[src/rtl/sgm_pkg.sv]
// Shared types, constants and register codes for the Sobel gradient magnitude unit.
// No dependencies; every other file in rtl imports this package.
`timescale 1ns / 1ps

package sgm_pkg;

   // Default sizes of the line stores and of the frame
   localparam int MAX_LINE_WIDTH_DEF   = 512;
   localparam int MAX_FRAME_HEIGHT_DEF = 4096;

   // Configuration register widths, reset values and indexes
   localparam int LINE_WIDTH_W       = 10;
   localparam int FRAME_HEIGHT_W     = 13;
   localparam int CSR_DATA_W         = 13;
   localparam int CSR_INDEX_W        = 1;
   localparam int LINE_WIDTH_RESET   = 512;
   localparam int FRAME_HEIGHT_RESET = 512;

   localparam logic [CSR_INDEX_W-1:0] CSR_LINE_WIDTH   = 1'b0;
   localparam logic [CSR_INDEX_W-1:0] CSR_FRAME_HEIGHT = 1'b1;

   // Payload widths
   localparam int PIXEL_W      = 8;
   localparam int CENTER_ROW_W = 12;
   localparam int CENTER_COL_W = 9;
   localparam int GRAD_W       = 12;
   localparam int SQUARE_W     = 20;
   localparam int RADICAND_W   = 16;
   localparam int ROOT_W       = 8;

   // Number of square-root cells, one per root bit
   localparam int SQRT_BITS = ROOT_W;

   // Result queue depth; covers every word in flight plus slack
   localparam int RSP_FIFO_DEPTH = 16;

   typedef struct packed {
      logic [PIXEL_W-1:0] pixel_value;
      logic               frame_start;
   } sgm_req_type;

   typedef struct packed {
      logic [PIXEL_W-1:0]      edge_magnitude;
      logic [CENTER_ROW_W-1:0] center_row;
      logic [CENTER_COL_W-1:0] center_col;
      logic                    frame_last;
   } sgm_rsp_type;

   // Position tag carried alongside a word through the pipeline
   typedef struct packed {
      logic [CENTER_ROW_W-1:0] center_row;
      logic [CENTER_COL_W-1:0] center_col;
      logic                    frame_last;
   } sgm_meta_type;

   // Word handed from one square-root cell to the next
   typedef struct packed {
      logic [RADICAND_W-1:0] radicand;
      logic [ROOT_W-1:0]     root;
      logic                  sat;
      sgm_meta_type          meta;
   } sgm_root_type;

endpackage

[src/rtl/sgm_sqrt_cell.sv]
// One cell of the square-root chain: decides a single root bit and passes the word on.
// Depends on sgm_pkg for sgm_root_type.
`timescale 1ns / 1ps

module sgm_sqrt_cell
   import sgm_pkg::*;
#(
   parameter int BIT_IDX = ROOT_W - 1
) (
   input  logic         clock,
   input  logic         reset,
   input  logic         in_valid,
   input  sgm_root_type in_data,
   output logic         out_valid,
   output sgm_root_type out_data
);

   localparam logic [ROOT_W-1:0] BIT_MASK = ROOT_W'(1) << BIT_IDX;

   logic [ROOT_W-1:0]     trial;
   logic [RADICAND_W-1:0] trial_sq;
   sgm_root_type          data_in;
   logic                  valid_ff;
   sgm_root_type          data_ff;

   // Keep the trial bit when its square still fits under the radicand
   always_comb begin
      trial    = in_data.root | BIT_MASK;
      trial_sq = RADICAND_W'(trial) * RADICAND_W'(trial);
      data_in  = in_data;
      if (!in_data.sat && (trial_sq <= in_data.radicand)) begin
         data_in.root = trial;
      end
   end

   always_ff @(posedge clock) begin
      if (reset) begin
         valid_ff <= 1'b0;
      end else begin
         valid_ff <= in_valid;
      end
   end

   always_ff @(posedge clock) begin
      data_ff <= data_in;
   end

   assign out_valid = valid_ff;
   assign out_data  = data_ff;

endmodule

[config.mk]
export PLATFORM = sky130hd
export DESIGN_NAME = sgm_sqrt_cell
export DESIGN_NICKNAME = d
export VERILOG_FILES = /design/src/rtl/sgm_pkg.sv /design/src/rtl/sgm_sqrt_cell.sv
export SDC_FILE = /design/constraint.sdc
export NUM_CORES = 1
export LEC_CHECK = 0
export BUFFER_PORTS_ARGS = -buffer_cell sky130_fd_sc_hd__buf_2
export CORE_MARGIN = 5
export CORE_UTILIZATION = 47
export DETAILED_ROUTE_END_ITERATION = 10
export GPL_ROUTABILITY_DRIVEN = 0
export PLACE_DENSITY_LB_ADDON = 0.2
export SLEW_MARGIN = 20
export SYNTH_ARGS = -nofsm -noshare
export SYNTH_HDL_FRONTEND = slang
export SYNTH_SLANG_ARGS = --single-unit
[constraint.sdc]
create_clock -name clock -period 5.25 [get_ports clock]
set_input_delay 0.7875 -clock clock [delete_from_list [all_inputs] [get_ports clock]]
set_output_delay 0.7875 -clock clock [all_outputs]
set_load 0.1 [all_outputs]
==> impl_metrics.toml <==
[status]
status = "finished with violations"
failed_checks = "setup timing"

[cells_and_area]
fin_nets = 598
nFillCells = 527
fin_cells = 549
n_antenna_cell = 0
final_area_um2 = 4350
multiInputGateArea_um2 = 1980
final_util_pct = 68.1
drive_above_1_share_pct = 41.3
final_common_cell = "buf_2"
layout_common_cells = "buf_2 (92), inv_1 (71), buf_4 (57)"
regArea_um2 = 961
synthToLayoutAreaGrowth_pct = 40.1

[detailed_routing]
ant_nets = 0
routed_wl_um = 6880
vias = 2594
drtIter0Drc = 71
viasPerCell = 4.72
wl_per_cell_um = 12.5
drtPass1Iterations = 5
drcViolationCount = 0

[critical_path]
startpoint_type = "input pin"
arrival_ns = 5.46
crit_path_top_delay_cell = "fa_1"
crit_type = "input pin to register"
cp_common_cell = "inv_1"
critPathCaptureType = "register"
required_ns = 5.44
path_delay_family = "adder cells"
worstPathCellList = "clkbuf_4, inv_2, buf_4, nor2_2, ha_2, inv_1, fa_1, inv_1, ha_4, fa_1, inv_1, fa_2, and2b_1, o211ai_2, a31oi_4, and3_4, o22ai_2, xor2_1, ha_1, nand4_1, nor3_2, a2111oi_2, a311o_1"
crit_buf_inv = 6
path_max_fanout = 5
critPathMaxStageDelay_ns = 0.55

[die]
coreArea_um2 = 6390
dieArea_um2 = 8340
die_w_um = 91.3
die_y_um = 91.3
rows = 29
start_util_pct = 48.6
ios = 98

[timing]
min_period_over_period_pct = 100
final_max_slew_viol_count = 0
grt_setup_unrepaired = "true"
fin_tns_setup_ns = -0.0218
fmax_ghz = 0.190
fin_crit_ns = 5.27
worst_pin_slew_ns = 0.511
hold_violations = 0
relSlewSlack_pct = 66.2
setup_ws_ns = -0.0218
setup_violations = 1

[clocking]
cts_max_level = 2
clk_pin_slew_ns = 0.09
cts_tree = "built"
cts_buffer_depth = 2
numCtsBuffers = 5
cts_sinks = 48
cts_root_buf = "clkbuf_8"

[global_routing]
grt_pass1_vias = 2656
track_usage_pct = 16.6
grt_pass1_wl_um = 11500
grt-ovfl-total = 0
antenna_found_initial = 0
grt_max_degree = 17

[synthesis]
async_flop_share_pct = 0
avgSynthCellArea_um2 = 9.89
syn_inst = 314
syn_nets = 441
synth_ff_type = "dfxtp_1"
yosysWarnings = 0
ys_ff_latch = 48
netlist_area_um2 = 3110
seq_area_frac_synth_pct = 30.9
yosysUniqueCellTypes = 34
synth_edf_count = 0

[power_and_ir_drop]
leakagePower_nw = 2.38
powerDensity_nw_per_um2 = 474
irDropWorstVdd_uv = 247

[job]
maxCapViolCount = 0

[placement]
port_buffers = 97
dp.cells = 535
dpl.hpwl_um = 5640
detailed_place.area_um2 = 4060

[min_path]
hold_class = "input pin to register"
path summary, 6_finish.rpt:
kind	slack (ns)	end	depth (start not counted)	startpoint
min	0.58	out_data[1]	1	in_data[1]
max	-0.02	out_data[30]	23	in_data[25]
synth_stat cells, drive strengths merged (2+ instances only):
cell type	instances	area share (%)
a21o	5	1.2
nor2	20	2.4
a211oi	3	0.72
nand4	4	0.81
a21oi	16	2.9
ha	51	21
nand2b	2	0.40
o221ai	2	0.97
inv	75	9.1
xnor2	11	3.1
nor2b	2	0.40
fa	26	17
or2	3	0.60
and3	2	0.44
dfxtp	48	31
xor2	5	1.4
nor3	3	0.48
o21ai	7	1.1
nand2	18	2.2
per-stage QoR:
stage / setup WS [ns] / power (mW) / hold WS, ns
floorplan: 0.00808 / 1.28 / 0.815
global placement: -0.296 / 1.58 / 0.889
detailed placement: -0.373 / 1.60 / 0.892
CTS: 0.00879 / 1.99 / 0.573
global route: -0.243 / 2.26 / 0.563
finish: -0.0218 / 2.06 / 0.581
state kept, by name, indices dropped and copies added, names as in the netlist:
signal	count
out_data	47
out_valid	1
power by group:
| part | leakage, nW | internal, mW | total (mW) | switching [mW] |
|---|---|---|---|---|
| Combinational | 1.91 | 0.597 | 1.36 | 0.759 |
| Clock | 0.0687 | 0.192 | 0.319 | 0.127 |
| Sequential | 0.405 | 0.385 | 0.389 | 0.00422 |
cells by family after synthesis:
kind of cell    Yosys count  synth area share [%]
fa+ha+maj                77                  37.3
buf+inv                  75                  9.06
compound gates           40                  9.59
simple gates             58                  8.62
xor+xnor                 16                  4.51
flops                    48                  30.9
final cells by class:
| class | count | share of cell area [%] |
|---|---|---|
| Clock inverter | 3 | 1.58 |
| Inverter | 75 | 6.47 |
| Clock buffer | 5 | 1.58 |
| Multi-Input combinational cell | 191 | 45.5 |
| Tap cell | 77 | 2.21 |
| Sequential cell | 48 | 22.1 |
| Timing Repair Buffer | 150 | 20.6 |
what timing repair did:
action                     in CTS  in global routing
pin swaps                       4                 20
hold buffers                    0                  0
setup endpoints to repair       1                  1
setup buffers                   1                  5
resized for setup              11                 21
layer usage:
layer  vias to the layer above  GRT usage [%]  share of wire [%]
met2                        63           29.7                 53
met5                         -              0                  0
met4                         0           5.26                1.8
li1                       1303              -                  -
met1                      1215           19.6                 40
met3                        13           3.55                5.3
Note: power is estimated with default switching activity, not from simulation.
