===== src/rtl/sgm_pkg.sv =====
// Shared types, constants and register codes for the Sobel gradient magnitude unit.
// No dependencies; every other file in rtl imports this package.
`timescale 1ns / 1ps

package sgm_pkg;

   // Default sizes of the line stores and of the frame
   localparam int MAX_LINE_WIDTH_DEF   = 512;
   localparam int MAX_FRAME_HEIGHT_DEF = 4096;

   // Configuration register widths, reset values and indexes
   localparam int LINE_WIDTH_W       = 10;
   localparam int FRAME_HEIGHT_W     = 13;
   localparam int CSR_DATA_W         = 13;
   localparam int CSR_INDEX_W        = 1;
   localparam int LINE_WIDTH_RESET   = 512;
   localparam int FRAME_HEIGHT_RESET = 512;

   localparam logic [CSR_INDEX_W-1:0] CSR_LINE_WIDTH   = 1'b0;
   localparam logic [CSR_INDEX_W-1:0] CSR_FRAME_HEIGHT = 1'b1;

   // Payload widths
   localparam int PIXEL_W      = 8;
   localparam int CENTER_ROW_W = 12;
   localparam int CENTER_COL_W = 9;
   localparam int GRAD_W       = 12;
   localparam int SQUARE_W     = 20;
   localparam int RADICAND_W   = 16;
   localparam int ROOT_W       = 8;

   // Number of square-root cells, one per root bit
   localparam int SQRT_BITS = ROOT_W;

   // Result queue depth; covers every word in flight plus slack
   localparam int RSP_FIFO_DEPTH = 16;

   typedef struct packed {
      logic [PIXEL_W-1:0] pixel_value;
      logic               frame_start;
   } sgm_req_type;

   typedef struct packed {
      logic [PIXEL_W-1:0]      edge_magnitude;
      logic [CENTER_ROW_W-1:0] center_row;
      logic [CENTER_COL_W-1:0] center_col;
      logic                    frame_last;
   } sgm_rsp_type;

   // Position tag carried alongside a word through the pipeline
   typedef struct packed {
      logic [CENTER_ROW_W-1:0] center_row;
      logic [CENTER_COL_W-1:0] center_col;
      logic                    frame_last;
   } sgm_meta_type;

   // Word handed from one square-root cell to the next
   typedef struct packed {
      logic [RADICAND_W-1:0] radicand;
      logic [ROOT_W-1:0]     root;
      logic                  sat;
      sgm_meta_type          meta;
   } sgm_root_type;

endpackage


===== src/rtl/sgm_result_fifo.sv =====
// Result queue between the pipeline and the rsp channel.
// Depends on sgm_pkg for sgm_rsp_type.
`timescale 1ns / 1ps

module sgm_result_fifo
   import sgm_pkg::*;
#(
   parameter int DEPTH = RSP_FIFO_DEPTH
) (
   input  logic        clock,
   input  logic        reset,
   input  logic        push_valid,
   input  sgm_rsp_type push_data,
   output logic        out_valid,
   input  logic        out_stall,
   output sgm_rsp_type out_data
);

   localparam int PTR_W = $clog2(DEPTH);
   localparam int CNT_W = $clog2(DEPTH + 1);

   sgm_rsp_type        entry_ff [DEPTH];
   logic [PTR_W-1:0]   head_ff;
   logic [PTR_W-1:0]   tail_ff;
   logic [CNT_W-1:0]   count_ff;
   logic               pop;

   assign out_valid = (count_ff != '0);
   assign pop       = out_valid && !out_stall;
   assign out_data  = entry_ff[head_ff];

   // Store a word at the tail
   always_ff @(posedge clock) begin
      if (push_valid) begin
         entry_ff[tail_ff] <= push_data;
      end
   end

   // Advance pointers and count
   always_ff @(posedge clock) begin
      if (reset) begin
         head_ff  <= '0;
         tail_ff  <= '0;
         count_ff <= '0;
      end else begin
         if (push_valid) begin
            tail_ff <= (tail_ff == PTR_W'(DEPTH - 1)) ? '0 : tail_ff + 1'b1;
         end
         if (pop) begin
            head_ff <= (head_ff == PTR_W'(DEPTH - 1)) ? '0 : head_ff + 1'b1;
         end
         count_ff <= count_ff + CNT_W'(push_valid) - CNT_W'(pop);
      end
   end

endmodule


===== config.mk =====
export PLATFORM = sky130hd
export DESIGN_NAME = sgm_result_fifo
export DESIGN_NICKNAME = d
export VERILOG_FILES = /design/src/rtl/sgm_pkg.sv /design/src/rtl/sgm_result_fifo.sv
export SDC_FILE = /design/constraint.sdc
export NUM_CORES = 1
export LEC_CHECK = 0
export BUFFER_PORTS_ARGS = -buffer_cell sky130_fd_sc_hd__buf_2
export CAP_MARGIN = 20
export CORE_ASPECT_RATIO = 0.8
export CORE_MARGIN = 2
export CORE_UTILIZATION = 50
export DETAILED_ROUTE_END_ITERATION = 7
export PLACE_DENSITY_LB_ADDON = 0.1
export SYNTH_ARGS = -nofsm -noshare
export SYNTH_HDL_FRONTEND = slang
export SYNTH_SLANG_ARGS = --single-unit

===== constraint.sdc =====
create_clock -name clock -period 3.65 [get_ports clock]
set_input_delay 0 -clock clock [delete_from_list [all_inputs] [get_ports clock]]
set_output_delay 0 -clock clock [all_outputs]
set_load 0.03 [all_outputs]

==> summary.md <==
| Metric | Value |
|---|---|
| Endpoint class of the critical path | primary output |
| Tmin final | slightly below 3 ns |
| Crit-path max cell delay | ~0.70 ns |
| Io pins | 65 |
| # hold bufs at CTS | 34 |
| Commonest non-fill, non-tap cells in the layout | edfxtp_1, mux4_2, buf_2, a22oi_1, mux4_1 |
| Total GRT Usage | 21.4% |
| Most common cell after layout, fill and taps aside | edfxtp_1 |
| Slowest stage cell, crit path | dfxtp_4 |
| Iter 0 DRT Violations | 947 |
| Post-Layout Cell Count | around 1500 |
| Diodes inserted | 0 |
| Die X-Extent | roughly 220 µm |
| Starting Density | around half |
| Achievable frequency | between 0.3 and 0.4 GHz |
| Layout cells sized above 1 | 25.4% |
| Post-CTS setup buffer count | 0 |
| Syn Area/Cell | 22.8 µm² |
| Core outline area | roughly 0.038 mm² |
| Die Ht | approximately 180 µm |
| Leakage | approximately 7.1 nW |
| Number of synthesized register bits | roughly 500 |
| Clock Path Buffers | 3 |
| Synthesis-to-finish area growth | 14.5% |
| WP data required | ~3.7 ns |
| Mapped Nets | 885 |
| RSZ-0062 raised after global routing | no |
| Routed Antenna Nets | 0 |
| First-pass GRT wire length | between 60 and 70 mm |
| Hold crit path type | input pin to flop |
| Antenna violations before repair | 0 |
| Cells after Synth | 839 |
| Final period util | about four fifths |
| Post-synthesis sequential area ratio | between 70% and 80% |
| Hold Fails Final Rpt | 0 |
| IO buf count | 64 |
| Nets | between 1000 and 1500 |
| Status | completed |
| Clk_lat worst skew | 0.57 ns |
| Depth of the worst hold-timing path | 3 |
| Reg clk slew, reported paths | approximately 0.06 ns |
| CTS tree | built |
| Drt total wl | 41.4 mm |
| Number of buffers and inverters on the critical path | 2 |
| Worst-path cell chain | buf_4, mux4_1, a22oi_1, nand2_1, buf_2 |
| Grt total ovfl | 0 |
| Htree depth | 2 |
| Pwr/cell area | just under 600 mW/mm² |
| Drt wl/cell | between 20 and 30 µm |
| Mapped Area | between 0.015 and 0.02 mm² |
| Vias per cell | 5.94 |
| Max VDD drop | 0.379 mV |
| Largest net degree at the start of global routing | 57 |
| Max Clock Skew | between 0.015 and 0.02 ns |
| Maxcap violations | 0 |
| Cts repair resizes | 0 |
| Final Max Tran Viols | 0 |
| Crit path DAT | ~3 ns |
| CP delay by family, top | buffers and inverters |
| Dpl hpwl | 23.0 mm |
| Vias | between 8000 and 9000 |
| Worst Max-Slew Pin Slew | approximately 0.90 ns |
| CP startpoint kind | flop |
| # setup viols final | 0 |
| Critical Path Stages | 5 |
| Root buffer cell | clkbuf_16 |
| Total placed instance area | about 0.02 mm² |
| Row count | between 60 and 70 |
| Worst Path Max Fanout | 28 |
| Slew headroom | ~40% |
| DRC | 0 |
| Placed cell count | 1392 |
| Final Cell Area | between 0.02 and 0.025 mm² |
| Synth Warn # | 0 |
| Drt first pass iters | 5 |
| Die area | 0.0399 mm² |
| Total Neg Setup Slack | 0 ns |
| Setup CP Type | flop to primary output |
| Depth of the worst register-to-register path | 13 |
| TritonCTS buffer count | 48 |
| Number of library cell types mapped by synthesis | 34 |
| Gpl congestion | between 0.7 and 0.8 |
| Sink Count | 497 |
| Vias in the first global route | just over 9000 |
## routing by layer
| layer | global-route usage (%) | routed length [µm] | share of wire, % | vias up |
|---|---|---|---|---|
| met5 | 0 | 0 | 0 | - |
| met4 | 4.84 | 605 | 1.5 | 0 |
| met3 | 3.34 | 2230 | 5.4 | 55 |
| met2 | 34.3 | 19700 | 48 | 259 |
| met1 | 31.4 | 18800 | 46 | 4811 |
| li1 | - | - | - | 3871 |
## cell usage after synthesis
master    count  share of area, %
nor3_1        1             0.026
o31ai_1       1             0.039
buf_12       10               1.0
nand3b_1      1             0.039
edfxtp_1    480                75
a22oi_1      60               2.3
buf_2         9              0.23
nor2b_1       5              0.16
and2_1       17              0.55
nand3_1       3             0.078
nor4b_2       1             0.078
a31oi_1       1             0.033
xnor2_1       2             0.091
inv_1        11              0.22
a21o_1        1             0.039
mux4_2       66               7.8
xor2_1        2             0.091
clkbuf_1     16              0.31
fa_1          1              0.10
and3b_1       1             0.046
mux4_1       54               7.4
nor2_1        9              0.18
mux2i_1       1             0.052
a21oi_1       8              0.21
and3_1        2             0.065
o21ai_0       3             0.078
mux2_2        1             0.059
o21bai_1      1             0.039
ha_1         11              0.72
nor3b_1       3              0.12
buf_1         4             0.078
dfxtp_1      17               1.8
nand2_1      35              0.69
buf_6         1             0.059
## cell type report
cell class              count  area, µm²
clock buffers              62       1320
clock inverters            26        191
fillers                  2758      16100
inverters                  11       41.3
multi-input cells         291       4090
flip-flops and latches    497      14800
well taps                 495        619
repair buffers            132        941
## sequential cells by signal (all words and copies together) (netlist names), named ones only
signal and flops:
head_ff 4, entry_ff 480, count_ff 5, tail_ff 4
## per-stage QoR
stage	total power, mW	worst slack (ns)	utilization [%]	hold WS [ns]
2_1_floorplan	7.99	1.24	-	0.0716
3_3_place_gp	8.31	1.06	52.9	0.319
3_5_place_dp	8.37	0.851	52.9	0.350
4_1_cts	13.1	0.601	57.7	0.318
5_1_grt	13.5	0.457	57.7	0.365
6_report	13.0	0.686	57.7	0.338
## worst paths after layout
path              slack (ns)           to   startpoint
setup / recovery        0.69  out_data[4]         flop
hold / removal          0.34  count_ff[3]        reset
setup reg to reg        0.84  count_ff[4]  count_ff[3]
hold reg to reg         0.53   head_ff[3]   head_ff[3]
## cells by family (layout without fill, tap and decap cells)
| kind of cell | count (synthesis) | count (layout) | share of synthesized area (%) |
|---|---|---|---|
| AND/OR/NAND/NOR | 78 | 78 | 2.03 |
| multiplexers | 122 | 122 | 15.3 |
| AO/OA/AOI/OAI | 75 | 75 | 2.79 |
| adder cells (fa/ha/maj) | 12 | 12 | 0.822 |
| XOR/XNOR | 4 | 4 | 0.183 |
| flip-flops | 497 | 497 | 77.0 |
| buffers and inverters | 51 | 231 | 1.95 |
## worst reg2reg max path, delay by kind of cell (launching register included)
kind | cells | cell delay, ns
adders and majority gates | 4 | 1.03
buffers and inverters | 3 | 0.21
and+or+nand+nor | 4 | 0.85
DFF | 1 | 0.32
AOI/OAI and AO/OA | 2 | 0.29
## power by group
part	internal, mW	total (mW)	switching, mW
clock	2.69	4.75	2.06
sequential	6.35	6.48	0.131
combinational	0.844	1.77	0.924
Power figures use the tool's default switching activity.
